**src/design/complex_domain_color_pixel_top_defines.svh**
```systemverilog
// Assertion macros for the complex-domain coloring design.
// Depends on nothing; each user supplies clk and rst in its own scope.
`ifndef COMPLEX_DOMAIN_COLOR_PIXEL_TOP_DEFINES_SVH
`define COMPLEX_DOMAIN_COLOR_PIXEL_TOP_DEFINES_SVH

// Same-cycle implication, reset masks the check.
`define CDC_ASSERT_IMPL(label, ante, cons, msg) \
  label: assert property (@(posedge clk) disable iff (rst) (ante) |-> (cons)) \
    else $error(msg);

// Next-cycle implication, reset masks the check.
`define CDC_ASSERT_NEXT(label, ante, cons, msg) \
  label: assert property (@(posedge clk) disable iff (rst) (ante) |=> (cons)) \
    else $error(msg);

`endif

```
**src/design/cdc_pkg.sv**
```systemverilog
// Shared types, constants and the arctangent table for the domain coloring block.
// Depends on nothing.
package cdc_pkg;

  localparam int CORDIC_ITERATIONS = 16;
  localparam int LATENCY           = CORDIC_ITERATIONS + 4;
  localparam int STAGE_W           = 5;
  localparam int RED_BITS          = 8;

  localparam logic [15:0] MAG_SCALE = 16'd65025;

  localparam logic signed [33:0] QUARTER_TURN = 34'sh040000000;
  localparam logic signed [33:0] HALF_TURN    = 34'sh080000000;
  localparam logic signed [33:0] FULL_TURN    = 34'sh100000000;

  localparam logic [1:0] CFG_FRAME_WIDTH  = 2'd0;
  localparam logic [1:0] CFG_FRAME_HEIGHT = 2'd1;

  localparam logic [12:0] FRAME_WIDTH_RESET  = 13'd640;
  localparam logic [12:0] FRAME_HEIGHT_RESET = 13'd480;

  // Payload handed from cell to cell.
  typedef struct packed {
    logic signed [26:0] x;
    logic signed [26:0] y;
    logic signed [33:0] z;
    logic               axis;
    logic [7:0]         root;
    logic [46:0]        rhs;
    logic               in_frame;
    logic [25:0]        offset;
  } cell_t;

  // atan(2^-i) in units of 2^-32 turn.
  function automatic logic [31:0] atan_turn(input logic [STAGE_W-1:0] i);
    logic [31:0] v;
    unique case (i)
      5'd0:    v = 32'd536870912;
      5'd1:    v = 32'd316933406;
      5'd2:    v = 32'd167458907;
      5'd3:    v = 32'd85004756;
      5'd4:    v = 32'd42667331;
      5'd5:    v = 32'd21354465;
      5'd6:    v = 32'd10679838;
      5'd7:    v = 32'd5340245;
      5'd8:    v = 32'd2670163;
      5'd9:    v = 32'd1335087;
      5'd10:   v = 32'd667544;
      5'd11:   v = 32'd333772;
      5'd12:   v = 32'd166886;
      5'd13:   v = 32'd83443;
      5'd14:   v = 32'd41722;
      5'd15:   v = 32'd20861;
      5'd16:   v = 32'd10430;
      5'd17:   v = 32'd5215;
      5'd18:   v = 32'd2608;
      5'd19:   v = 32'd1304;
      5'd20:   v = 32'd652;
      5'd21:   v = 32'd326;
      5'd22:   v = 32'd163;
      5'd23:   v = 32'd81;
      default: v = 32'd0;
    endcase
    return v;
  endfunction

endpackage

```
**src/design/cdc_cell.sv**
```systemverilog
// One cell of the chain: a CORDIC micro-rotation plus, in the first cells, one root bit.
// Depends on cdc_pkg.
module cdc_cell (
  input  logic                          clk,
  input  logic                          rst,
  input  logic [cdc_pkg::STAGE_W-1:0]   stage,
  input  logic                          in_valid,
  input  cdc_pkg::cell_t                in_cell,
  output logic                          out_valid,
  output cdc_pkg::cell_t                out_cell
);
  import cdc_pkg::*;

  logic signed [26:0] dx, dy;
  logic signed [33:0] step;
  logic [7:0]         trial;
  logic [15:0]        trial_sq;
  cell_t              cell_next;

  always_comb begin
    cell_next = in_cell;
    dx        = in_cell.y >>> stage;
    dy        = in_cell.x >>> stage;
    step      = $signed({2'b00, atan_turn(stage)});
    if (!in_cell.axis) begin
      if (in_cell.y > 27'sd0) begin
        cell_next.x = in_cell.x + dx;
        cell_next.y = in_cell.y - dy;
        cell_next.z = in_cell.z + step;
      end else begin
        cell_next.x = in_cell.x - dx;
        cell_next.y = in_cell.y + dy;
        cell_next.z = in_cell.z - step;
      end
    end
    // keep the root bit only if its square does not exceed the scaled magnitude
    trial    = in_cell.root | (8'h80 >> stage[2:0]);
    trial_sq = trial * trial;
    if ((stage < STAGE_W'(RED_BITS)) && ({7'b0, trial_sq, 24'b0} <= in_cell.rhs)) begin
      cell_next.root = trial;
    end
  end

  always_ff @(posedge clk) begin
    if (rst) begin
      out_valid <= 1'b0;
    end else begin
      out_valid <= in_valid;
    end
  end

  always_ff @(posedge clk) begin
    out_cell <= cell_next;
  end

endmodule

```
**config.mk**
```make
export PLATFORM = sky130hd
export DESIGN_NAME = cdc_cell
export DESIGN_NICKNAME = d
export VERILOG_FILES = /design/src/design/complex_domain_color_pixel_top_defines.svh /design/src/design/cdc_pkg.sv /design/src/design/cdc_cell.sv
export SDC_FILE = /design/constraint.sdc
export NUM_CORES = 1
export LEC_CHECK = 0
export BUFFER_PORTS_ARGS = -buffer_cell sky130_fd_sc_hd__buf_2
export CAP_MARGIN = 20
export CORE_MARGIN = 10
export CORE_UTILIZATION = 57
export DETAILED_ROUTE_END_ITERATION = 16
export PLACE_DENSITY = 0.84
export SYNTH_ARGS = -nofsm -noshare
export SYNTH_HDL_FRONTEND = slang
export SYNTH_SLANG_ARGS = --single-unit
```
**constraint.sdc**
```tcl
create_clock -name clk -period 11.7 [get_ports clk]
set_clock_uncertainty 0.2 [all_clocks]
set_input_delay 1.17 -clock clk [delete_from_list [all_inputs] [get_ports clk]]
set_output_delay 1.17 -clock clk [all_outputs]
set_load 0.01 [all_outputs]
```
==> flow_summary.json <==
{
  "status": "finished, final reports clean",
  "cp-end-kind": "flip-flop",
  "drt_iter0_drc": 1475,
  "crit_fanout": 66,
  "numCtsBuffers": 17,
  "timing.hold.ws_ns": 0.599,
  "final_common_cell": "buf_2",
  "synthMuxAreaShare": 0.121,
  "vias": 16000,
  "power_per_cell_area_nw_per_um2": 145,
  "synthToLayoutAreaGrowth_pct": 15.7,
  "synth.distinct_cells": 91,
  "synth_compound_area_frac": 0.223,
  "postCtsSetupBuffers": 0,
  "clockBufferDepth": 2,
  "place_congestion": 0.963,
  "hpwl_mm": 42.5,
  "tritoncts": "done",
  "setup_viol": 0,
  "peakVddDrop_uv": 99.4,
  "final_cell_mix": "348 x buf_2, 182 x nand2_1, 179 x o21ai_0",
  "final_hold_viol_count": 0,
  "htreeDepth": 4,
  "min-delay-start": "in_cell[4]",
  "cts-root-buf": "clkbuf_16",
  "arrival_ns": 9.57,
  "ys_top_cells_by_area": "dfxtp_1 22%, ha_1 11%, mux4_2 7.5%",
  "synth_edf_count": 0,
  "ys_ff_latch": 172,
  "initial_core_util": 0.577,
  "grt_max_degree": 112,
  "cp-start-kind": "input pin",
  "synth_cells": 1927,
  "synth_xor_area_frac": 0.0855,
  "path_clk_slew_ns": 0.08,
  "first_pass_iters": 6,
  "overflow": 0,
  "cts-resized-gates": 0,
  "post-route-period-util": 0.799,
  "wirelength_mm": 54.6,
  "grt_usage": 0.298,
  "hold_class": "input pin to flip-flop",
  "yosys.area.top_type_share": 0.215,
  "die_x_um": 187,
  "drive_above_1_share": 0.229,
  "rsz0062_at_grt": "false",
  "yosysTopAreaCell": "dfxtp_1",
  "synth_simple_gate_area_frac": 0.161,
  "avgRoutedWirePerCell_um": 20.9,
  "final_nets": 2559,
  "fmax_mhz": 107,
  "leakage_nw": 8.56,
  "grt_pass1_vias": 15800,
  "port-buffer-count": 350,
  "fin_setup_tns_ns": 0,
  "path_class": "input pin to flip-flop",
  "die_y_um": 187,
  "synthArstFlopShare": 0,
  "slew_viol_final": 0,
  "ys_warn_count": 0,
  "drc": 0,
  "n_fill_cell": 2326,
  "drv_cap": 0,
  "dieArea_sq_um": 35100,
  "dp_cells": 2577,
  "hold_buffers": 0,
  "worstMarginPinSlew_ns": 1.04,
  "viasPerCell": 6.12,
  "synth_top_family_by_area": "compound AO/OA/AOI/OAI gates",
  "drtAntennaViolNets": 0,
  "fin_crit_ns": 9.34,
  "stdcell_count": 2611,
  "required_ns": 11.92,
  "synth_ff_type": "dfxtp_1",
  "design.portCount": 351,
  "crit_start": "stage[0]",
  "placementRows": 61,
  "syn-cell-area_sq_um": 16000,
  "synth-adder-area-share": 0.140,
  "ys_seq_area_frac": 0.215,
  "cts_sinks": 172,
  "antenna_found_initial": 3,
  "grt_pass1_wl_mm": 85.0,
  "core_area_sq_um": 27700,
  "syn_avg_cell_area_sq_um": 8.29,
  "relSlewSlack": 0.310
}
path summary, 6_finish.rpt:
| check | end | slack, ns | cells past startpoint |
|---|---|---|---|
| worst max-delay path | out_cell[80]$_DFF_P_ | 2.36 | 25 |
| worst min-delay path | out_cell[4]$_DFF_P_ | 0.60 | 1 |
layout make-up:
| class | instances | area [sq um] | share of cell area |
|---|---|---|---|
| Clock buffer | 17 | 425 | 0.0230 |
| Inverter | 114 | 428 | 0.0231 |
| Sequential cell | 172 | 3440 | 0.186 |
| Timing Repair Buffer | 364 | 1860 | 0.101 |
| Clock inverter | 15 | 174 | 0.00940 |
| Antenna cell | 2 | 5.00 | 0.000271 |
| Tap cell | 378 | 473 | 0.0256 |
| Multi-Input combinational cell | 1549 | 11700 | 0.632 |
synthesized netlist by cell type, types with 11 or more instances:
cell,number
mux4_2,53
buf_1,11
nor4_1,13
o21bai_1,15
inv_1,112
fa_1,26
and3_1,14
o21a_1,21
nor2_1,143
or2_2,12
mux2_2,27
a21o_1,51
nand2_1,182
nor3_1,34
a211oi_1,21
buf_2,19
dfxtp_1,172
xor2_1,68
nor2b_1,23
a21oi_1,131
xnor2_1,88
ha_1,136
clkbuf_1,53
nand2b_1,31
nand4_1,12
mux2i_1,39
and2_1,14
a31oi_1,25
o21ai_0,179
nand3_1,30
o31ai_1,25
worst max-delay path, stage by stage:
cell,delay [ns]
buf_4,0.76
inv_2,0.30
ha_1,0.41
a21oi_1,0.74
nor2_1,0.20
fa_1,0.55
fa_1,0.54
inv_1,0.05
fa_1,0.50
fa_1,0.54
inv_1,0.04
ha_1,0.32
a21oi_1,0.22
o21bai_1,0.10
a21oi_1,0.28
o21ai_0,0.22
o41a_1,0.39
xor2_1,0.18
ha_1,0.33
nand3_1,0.10
nor4_1,0.26
a21oi_1,0.13
nor2b_1,0.15
a221oi_1,0.84
a21o_1,0.22
routing by layer:
layer  vias to the layer above  track usage  routed length (um)
li1                       7544            -                   -
met1                      7453        0.332               21000
met2                       811        0.521               26700
met3                       180       0.0649                4030
met4                         0        0.158                2920
met5                         -            0                   0
metrics by stage:
| step | setup slack, ns | util | total power [mW] | area (sq um) |
|---|---|---|---|---|
| floorplan | 3.23 | - | 1.70 | 16000 |
| global placement | 2.21 | 0.646 | 2.03 | 17900 |
| detailed placement | 1.90 | 0.646 | 2.08 | 17900 |
| CTS | 2.34 | 0.667 | 2.67 | 18500 |
| global route | 1.64 | 0.668 | 2.87 | 18500 |
| finish | 2.36 | 0.668 | 2.68 | 18500 |
cells by family after synthesis:
logic type / count (synthesis)
mux: 121
xor+xnor: 156
fa+ha+maj: 163
flops: 172
buf+inv: 207
compound gates: 567
simple gates: 540
other cells: 1
report_power, final:
part	total, mW	internal (mW)	switching [mW]
combinational	1.40	0.596	0.800
clock	0.594	0.306	0.288
sequential	0.687	0.667	0.0198
total	2.68	1.57	1.11
registers in the layout, indices dropped and copies added (netlist names):
name	flops
out_cell	171
out_valid	1
Power figures use the tool's default switching activity.
