[config.mk]
export PLATFORM = sky130hd
export DESIGN_NAME = cdc_front
export DESIGN_NICKNAME = d
export VERILOG_FILES = /design/src/design/complex_domain_color_pixel_top_defines.svh /design/src/design/cdc_pkg.sv /design/src/design/cdc_front.sv
export SDC_FILE = /design/constraint.sdc
export NUM_CORES = 2
export LEC_CHECK = 0
export BUFFER_PORTS_ARGS = -buffer_cell sky130_fd_sc_hd__buf_2
export CORE_UTILIZATION = 50
export DETAILED_ROUTE_END_ITERATION = 10
export HOLD_SLACK_MARGIN = 0.02
export PLACE_DENSITY = 0.68
export SLEW_MARGIN = 20
export SYNTH_ARGS = -nofsm -noshare
export SYNTH_HDL_FRONTEND = slang
export SYNTH_SLANG_ARGS = --single-unit
[constraint.sdc]
create_clock -name clk -period 17.9 [get_ports clk]
set_input_delay 4.475 -clock clk [delete_from_list [all_inputs] [get_ports clk]]
set_output_delay 4.475 -clock clk [all_outputs]
set_load 0.02 [all_outputs]
[src/design/complex_domain_color_pixel_top_defines.svh]
// Assertion macros for the complex-domain coloring design.
// Depends on nothing; each user supplies clk and rst in its own scope.
`ifndef COMPLEX_DOMAIN_COLOR_PIXEL_TOP_DEFINES_SVH
`define COMPLEX_DOMAIN_COLOR_PIXEL_TOP_DEFINES_SVH

// Same-cycle implication, reset masks the check.
`define CDC_ASSERT_IMPL(label, ante, cons, msg) \
  label: assert property (@(posedge clk) disable iff (rst) (ante) |-> (cons)) \
    else $error(msg);

// Next-cycle implication, reset masks the check.
`define CDC_ASSERT_NEXT(label, ante, cons, msg) \
  label: assert property (@(posedge clk) disable iff (rst) (ante) |=> (cons)) \
    else $error(msg);

`endif

[src/design/cdc_pkg.sv]
// Shared types, constants and the arctangent table for the domain coloring block.
// Depends on nothing.
package cdc_pkg;

  localparam int CORDIC_ITERATIONS = 16;
  localparam int LATENCY           = CORDIC_ITERATIONS + 4;
  localparam int STAGE_W           = 5;
  localparam int RED_BITS          = 8;

  localparam logic [15:0] MAG_SCALE = 16'd65025;

  localparam logic signed [33:0] QUARTER_TURN = 34'sh040000000;
  localparam logic signed [33:0] HALF_TURN    = 34'sh080000000;
  localparam logic signed [33:0] FULL_TURN    = 34'sh100000000;

  localparam logic [1:0] CFG_FRAME_WIDTH  = 2'd0;
  localparam logic [1:0] CFG_FRAME_HEIGHT = 2'd1;

  localparam logic [12:0] FRAME_WIDTH_RESET  = 13'd640;
  localparam logic [12:0] FRAME_HEIGHT_RESET = 13'd480;

  // Payload handed from cell to cell.
  typedef struct packed {
    logic signed [26:0] x;
    logic signed [26:0] y;
    logic signed [33:0] z;
    logic               axis;
    logic [7:0]         root;
    logic [46:0]        rhs;
    logic               in_frame;
    logic [25:0]        offset;
  } cell_t;

  // atan(2^-i) in units of 2^-32 turn.
  function automatic logic [31:0] atan_turn(input logic [STAGE_W-1:0] i);
    logic [31:0] v;
    unique case (i)
      5'd0:    v = 32'd536870912;
      5'd1:    v = 32'd316933406;
      5'd2:    v = 32'd167458907;
      5'd3:    v = 32'd85004756;
      5'd4:    v = 32'd42667331;
      5'd5:    v = 32'd21354465;
      5'd6:    v = 32'd10679838;
      5'd7:    v = 32'd5340245;
      5'd8:    v = 32'd2670163;
      5'd9:    v = 32'd1335087;
      5'd10:   v = 32'd667544;
      5'd11:   v = 32'd333772;
      5'd12:   v = 32'd166886;
      5'd13:   v = 32'd83443;
      5'd14:   v = 32'd41722;
      5'd15:   v = 32'd20861;
      5'd16:   v = 32'd10430;
      5'd17:   v = 32'd5215;
      5'd18:   v = 32'd2608;
      5'd19:   v = 32'd1304;
      5'd20:   v = 32'd652;
      5'd21:   v = 32'd326;
      5'd22:   v = 32'd163;
      5'd23:   v = 32'd81;
      default: v = 32'd0;
    endcase
    return v;
  endfunction

endpackage

[src/design/cdc_front.sv]
// Front end: quadrant fold, squares, bounds check and frame offset over three stages.
// Depends on cdc_pkg.
module cdc_front (
  input  logic                clk,
  input  logic                rst,
  input  logic                in_valid,
  input  logic signed [15:0]  real_part,
  input  logic signed [15:0]  imag_part,
  input  logic signed [15:0]  pixel_x,
  input  logic signed [15:0]  pixel_y,
  input  logic [12:0]         frame_width,
  input  logic [12:0]         frame_height,
  output logic                out_valid,
  output cdc_pkg::cell_t      out_cell
);
  import cdc_pkg::*;

  logic signed [26:0] re_ext, im_ext, x0, y0;
  logic signed [33:0] z0;
  logic               axis0, inside0;
  logic signed [31:0] re_sq0, im_sq0;
  logic [25:0]        prod0;

  // Stage 1
  logic               s1_valid;
  logic signed [26:0] s1_x, s1_y;
  logic signed [33:0] s1_z;
  logic               s1_axis, s1_inside;
  logic [31:0]        s1_re_sq, s1_im_sq;
  logic [25:0]        s1_prod;
  logic [12:0]        s1_px;

  // Stage 2
  logic               s2_valid;
  logic signed [26:0] s2_x, s2_y;
  logic signed [33:0] s2_z;
  logic               s2_axis, s2_inside;
  logic [31:0]        s2_m2;
  logic [25:0]        s2_base;

  always_comb begin
    re_ext = {{3{real_part[15]}}, real_part, 8'b0};
    im_ext = {{3{imag_part[15]}}, imag_part, 8'b0};
    x0     = re_ext;
    y0     = im_ext;
    z0     = '0;
    axis0  = 1'b0;
    if (imag_part == 16'sd0) begin
      axis0 = 1'b1;
      z0    = real_part[15] ? HALF_TURN : '0;
    end else if (real_part[15]) begin
      // fold the left half plane into the right one
      if (!imag_part[15]) begin
        x0 = im_ext;
        y0 = -re_ext;
        z0 = QUARTER_TURN;
      end else begin
        x0 = -im_ext;
        y0 = re_ext;
        z0 = -QUARTER_TURN;
      end
    end
    re_sq0  = real_part * real_part;
    im_sq0  = imag_part * imag_part;
    inside0 = !pixel_x[15] && (pixel_x[14:0] < {2'b00, frame_width}) &&
              !pixel_y[15] && (pixel_y[14:0] < {2'b00, frame_height});
    prod0   = pixel_y[12:0] * frame_width;
  end

  always_ff @(posedge clk) begin
    if (rst) begin
      s1_valid  <= 1'b0;
      s2_valid  <= 1'b0;
      out_valid <= 1'b0;
    end else begin
      s1_valid  <= in_valid;
      s2_valid  <= s1_valid;
      out_valid <= s2_valid;
    end
  end

  always_ff @(posedge clk) begin
    s1_x      <= x0;
    s1_y      <= y0;
    s1_z      <= z0;
    s1_axis   <= axis0;
    s1_inside <= inside0;
    s1_re_sq  <= $unsigned(re_sq0);
    s1_im_sq  <= $unsigned(im_sq0);
    s1_prod   <= prod0;
    s1_px     <= pixel_x[12:0];

    s2_x      <= s1_x;
    s2_y      <= s1_y;
    s2_z      <= s1_z;
    s2_axis   <= s1_axis;
    s2_inside <= s1_inside;
    s2_m2     <= s1_re_sq + s1_im_sq;
    s2_base   <= s1_inside ? (s1_prod + {13'b0, s1_px}) : '0;

    out_cell.x        <= s2_x;
    out_cell.y        <= s2_y;
    out_cell.z        <= s2_z;
    out_cell.axis     <= s2_axis;
    out_cell.root     <= '0;
    out_cell.rhs      <= 47'(s2_m2) * 47'(MAG_SCALE);
    out_cell.in_frame <= s2_inside;
    out_cell.offset   <= 26'({s2_base, 1'b0}) + s2_base;
  end

endmodule

==> impl_results.md <==
* Result of the run: finished clean
* CTS root buffer: clkbuf_16
* Most frequent CP cell: fa_1
* Fraction of layout cells with a size suffix above 1 at around 7.3%
* Bufs and invs on worst path at 6
* Placed Cells incl. Taps at 5558
* GRT Util Overall at 22.8%
* Antenna violations before repair at 0
* Number of enable flip-flop cells after synthesis at 0
* Routed wire length at 92.1 mm
* TritonCTS Sinks at roughly 360
* Die area at 85400 sq um
* Max-slew violation count at 0
* Post-layout instance area at 45500 sq um
* Relative area change from synthesis to final layout at 7.98%
* Leading post-synthesis cells by cell area: fa_1 (35%), dfxtp_1 (17%), ha_1 (14%)
* Final TNS setup at 0 ns
* Post-DP Area at 43900 sq um
* Class of the most critical hold timing path: reg -> reg
* Share of synthesized area occupied by flip-flops and latches at 17.3%
* Number of primary I/O pins at 265
* Crit path max-delay cell type: fa_1
* Core region area at 83600 sq um
* Total CTS buffers at 44
* Synthesis Warnings at 0
* Required time of the critical path at between 15 and 20 ns
* Setup repair after global routing missed its margin: false
* Largest net degree at the start of global routing at 52
* Number of buffers on the longest clock path at 3
* Kind of critical path: in -> reg
* Number of I/O port buffers at 210
* Total congestion overflow after global routing at 0
* Vias per cell at 5.12
* Number of distinct library cell variants in the gate-level netlist after synthesis at 83
* Vertical extent of the die at about 290 um
* Type of destination of the critical path: register
* Transition time at the pin with the least slew margin at roughly 0.77 ns
* Average cell area after synthesis at roughly 9.6 sq um
* Post-CTS Hold Buffers at 0
* Hpwl dp at 74.6 mm
* Worst setup SP type: primary input
* Vias in the first global route at 31320
* First DRT Iteration DRCs at 1369
* Max Fclk at 90.9 MHz
* Routability congestion estimate from global placement at 0.879
* Primary FF master, synth: dfxtp_1
* Worst path cell trace: buf_2 -> clkinv_1 -> nor2_1 -> fa_1 -> fa_1 -> inv_1 -> fa_1 -> fa_1 -> inv_1 -> fa_1 -> inv_1 -> fa_1 -> inv_1 -> ha_1 -> a211oi_1 -> a31oi_1 -> a21oi_1 -> o2111ai_1 -> a21oi_1 -> xnor2_1
* Final core area utilization at 54.5%
* # Max-Cap Violations at 0
* First-pass GRT wire length at 156 mm
* Post-detailed-route DRC marker count at 0
* Clock-pin slew on the worst setup and hold paths at 0.06 ns
* Gates resized, CTS repair at 0
* CTS tree: yes
* Worst clock skew at 0.0180 ns
* Non-Filler Instances at between 5000 and 6000
* Total standard cell area after synthesis at roughly 42000 sq um
* Register bit total from synthesis at between 300 and 400
* Vias after detailed routing at 28854
* Number of rows in the core area at between 100 and 150
* Largest fanout on the critical path at 32
* Longest individual stage delay on the worst path at 0.85 ns
* Share of the synthesized area in the top cell type at around a third
* Clock network latency to the later pin of the worst-skew pair at 0.60 ns
* Effective utilization at floorplan at between 50% and 60%
* Per-cell routed wire length at 16.3 um
* Crit path DAT at 11.53 ns
* Detailed-routing iteration count for the pre-antenna-repair pass at 5
* Final worst path period share at 61.5%
* Final net count at 5830
* Max_slew headroom at between 40% and 50%
* Async set-reset flop share out of synthesis at 0%
* Hold Fails Final Rpt at 0
* Category of cells accounting for the largest share of critical-path delay: adder cells
* Detail Route Antenna Nets at 0
* Final setup violation count at 0
* Total number of H-tree levels at 2
* Post-route minimum period at ~11 ns
* Die Wd at 292 um
* Gate Count Post-Synth at 4377
* Cell taking the most area after synthesis: fa_1
* Count of buffers added by post-CTS timing repair for setup at 0
-- state kept, by name, indices dropped and copies added (netlist names) --
| name | count |
|---|---|
| out_valid | 1 |
| s1_inside | 1 |
| s2_axis | 1 |
| s2_valid | 1 |
| s2_base | 26 |
| s1_px | 13 |
| s2_m2 | 32 |
| s1_axis | 1 |
| s2_x | 19 |
| s1_x | 19 |
| s1_im_sq | 31 |
| s2_inside | 1 |
| s1_y | 19 |
| s2_y | 19 |
| s1_z | 3 |
| s1_prod | 26 |
| s1_re_sq | 31 |
| s1_valid | 1 |
| s2_z | 3 |
| out_cell | 116 |
-- layout by cell type (no fill, tap or decap), types with 84 or more instances in the layout --
| cell | count |
|---|---|
| dfxtp_1 | 364 |
| nand2_1 | 352 |
| xnor2_1 | 172 |
| a21oi_1 | 146 |
| fa_1 | 731 |
| buf_2 | 210 |
| inv_1 | 964 |
| ha_1 | 482 |
| o21ai_0 | 84 |
| nor2_1 | 218 |
| and2_1 | 146 |
-- synth_stat cells (4+ instances only) --
cell type and number:
mux2i_1 7, or2_2 12, o21ai_0 84, or3_1 15, nand3_1 40, dfxtp_1 364, xnor2_1 172, clkbuf_1 101
ha_1 482, and2_1 146, buf_4 55, o21a_1 34, a211oi_1 21, o21ai_1 7, xor2_1 50, nor2_1 219
a31oi_1 18, a21o_1 65, nor2b_1 26, a21oi_1 146, o21bai_1 13, a21boi_0 8, nand4b_1 5, fa_1 731
o2111ai_1 4, a31o_2 9, and3_1 20, nor3b_1 5, nand2_1 352, buf_1 8, o41ai_1 5, nand3b_1 15
nor4_1 4, o31ai_1 9, nor3_1 36, clkinv_1 8, inv_1 964, nand4_1 12, a41o_1 6, o211ai_1 13
nand2b_1 24, o41a_1 4
-- layer usage --
| layer | track usage, % | share of wire, % | wire, um | up-vias |
|---|---|---|---|---|
| li1 | - | - | - | 13692 |
| met1 | 29.0 | 43 | 39600 | 14276 |
| met2 | 40.0 | 48 | 44500 | 727 |
| met3 | 3.07 | 5.2 | 4770 | 159 |
| met4 | 7.62 | 3.5 | 3210 | 0 |
| met5 | 0 | 0 | 0 | - |
-- area by class of cell --
type / instances / area (sq um)
fill: 7479 / 38100
multi-input combinational: 2926 / 30600
sequential: 364 / 7290
inverter: 973 / 3650
tap: 1080 / 1350
clock buffer: 52 / 1160
timing repair buffer: 215 / 1090
clock inverter: 28 / 389
antenna: 1 / 2.50
-- kinds of logic (layout without fill, tap and decap cells) --
kind of cell / Yosys count / count (layout) / share of synthesized area, %
XOR/XNOR: 222 / 222 / 4.61
multiplexers: 8 / 8 / 0.193
AND/OR/NAND/NOR: 939 / 939 / 10.5
buffers and inverters: 1140 / 1268 / 10.7
adder cells (fa/ha/maj): 1213 / 1213 / 49.0
AO/OA/AOI/OAI: 490 / 490 / 7.68
flip-flops: 364 / 364 / 17.3
other: 1 / 55 / 0.00890
-- worst paths after layout --
path / start / end / slack (ns) / depth (start not counted)
min: s1_x[26] / s2_x[26] / 0.32 / 0
min reg2reg: s1_x[26] / s2_x[26] / 0.32 / 0
max reg2reg: s2_m2[4] / out_cell[70] / 11.72 / 20
max: real_part[15] / s1_re_sq[30] / 6.89 / 20
-- metrics by stage --
step / hold slack, ns / setup slack [ns]
after detailed placement: 0.312 / 6.33
final: 0.323 / 6.89
after global routing: 0.326 / 6.48
after floorplan: 0.310 / 7.17
after global placement: 0.310 / 6.43
after CTS: 0.321 / 6.95
Power is not shown: default switching activity piles up to over one toggle a cycle in this logic, so the estimate is an artifact.
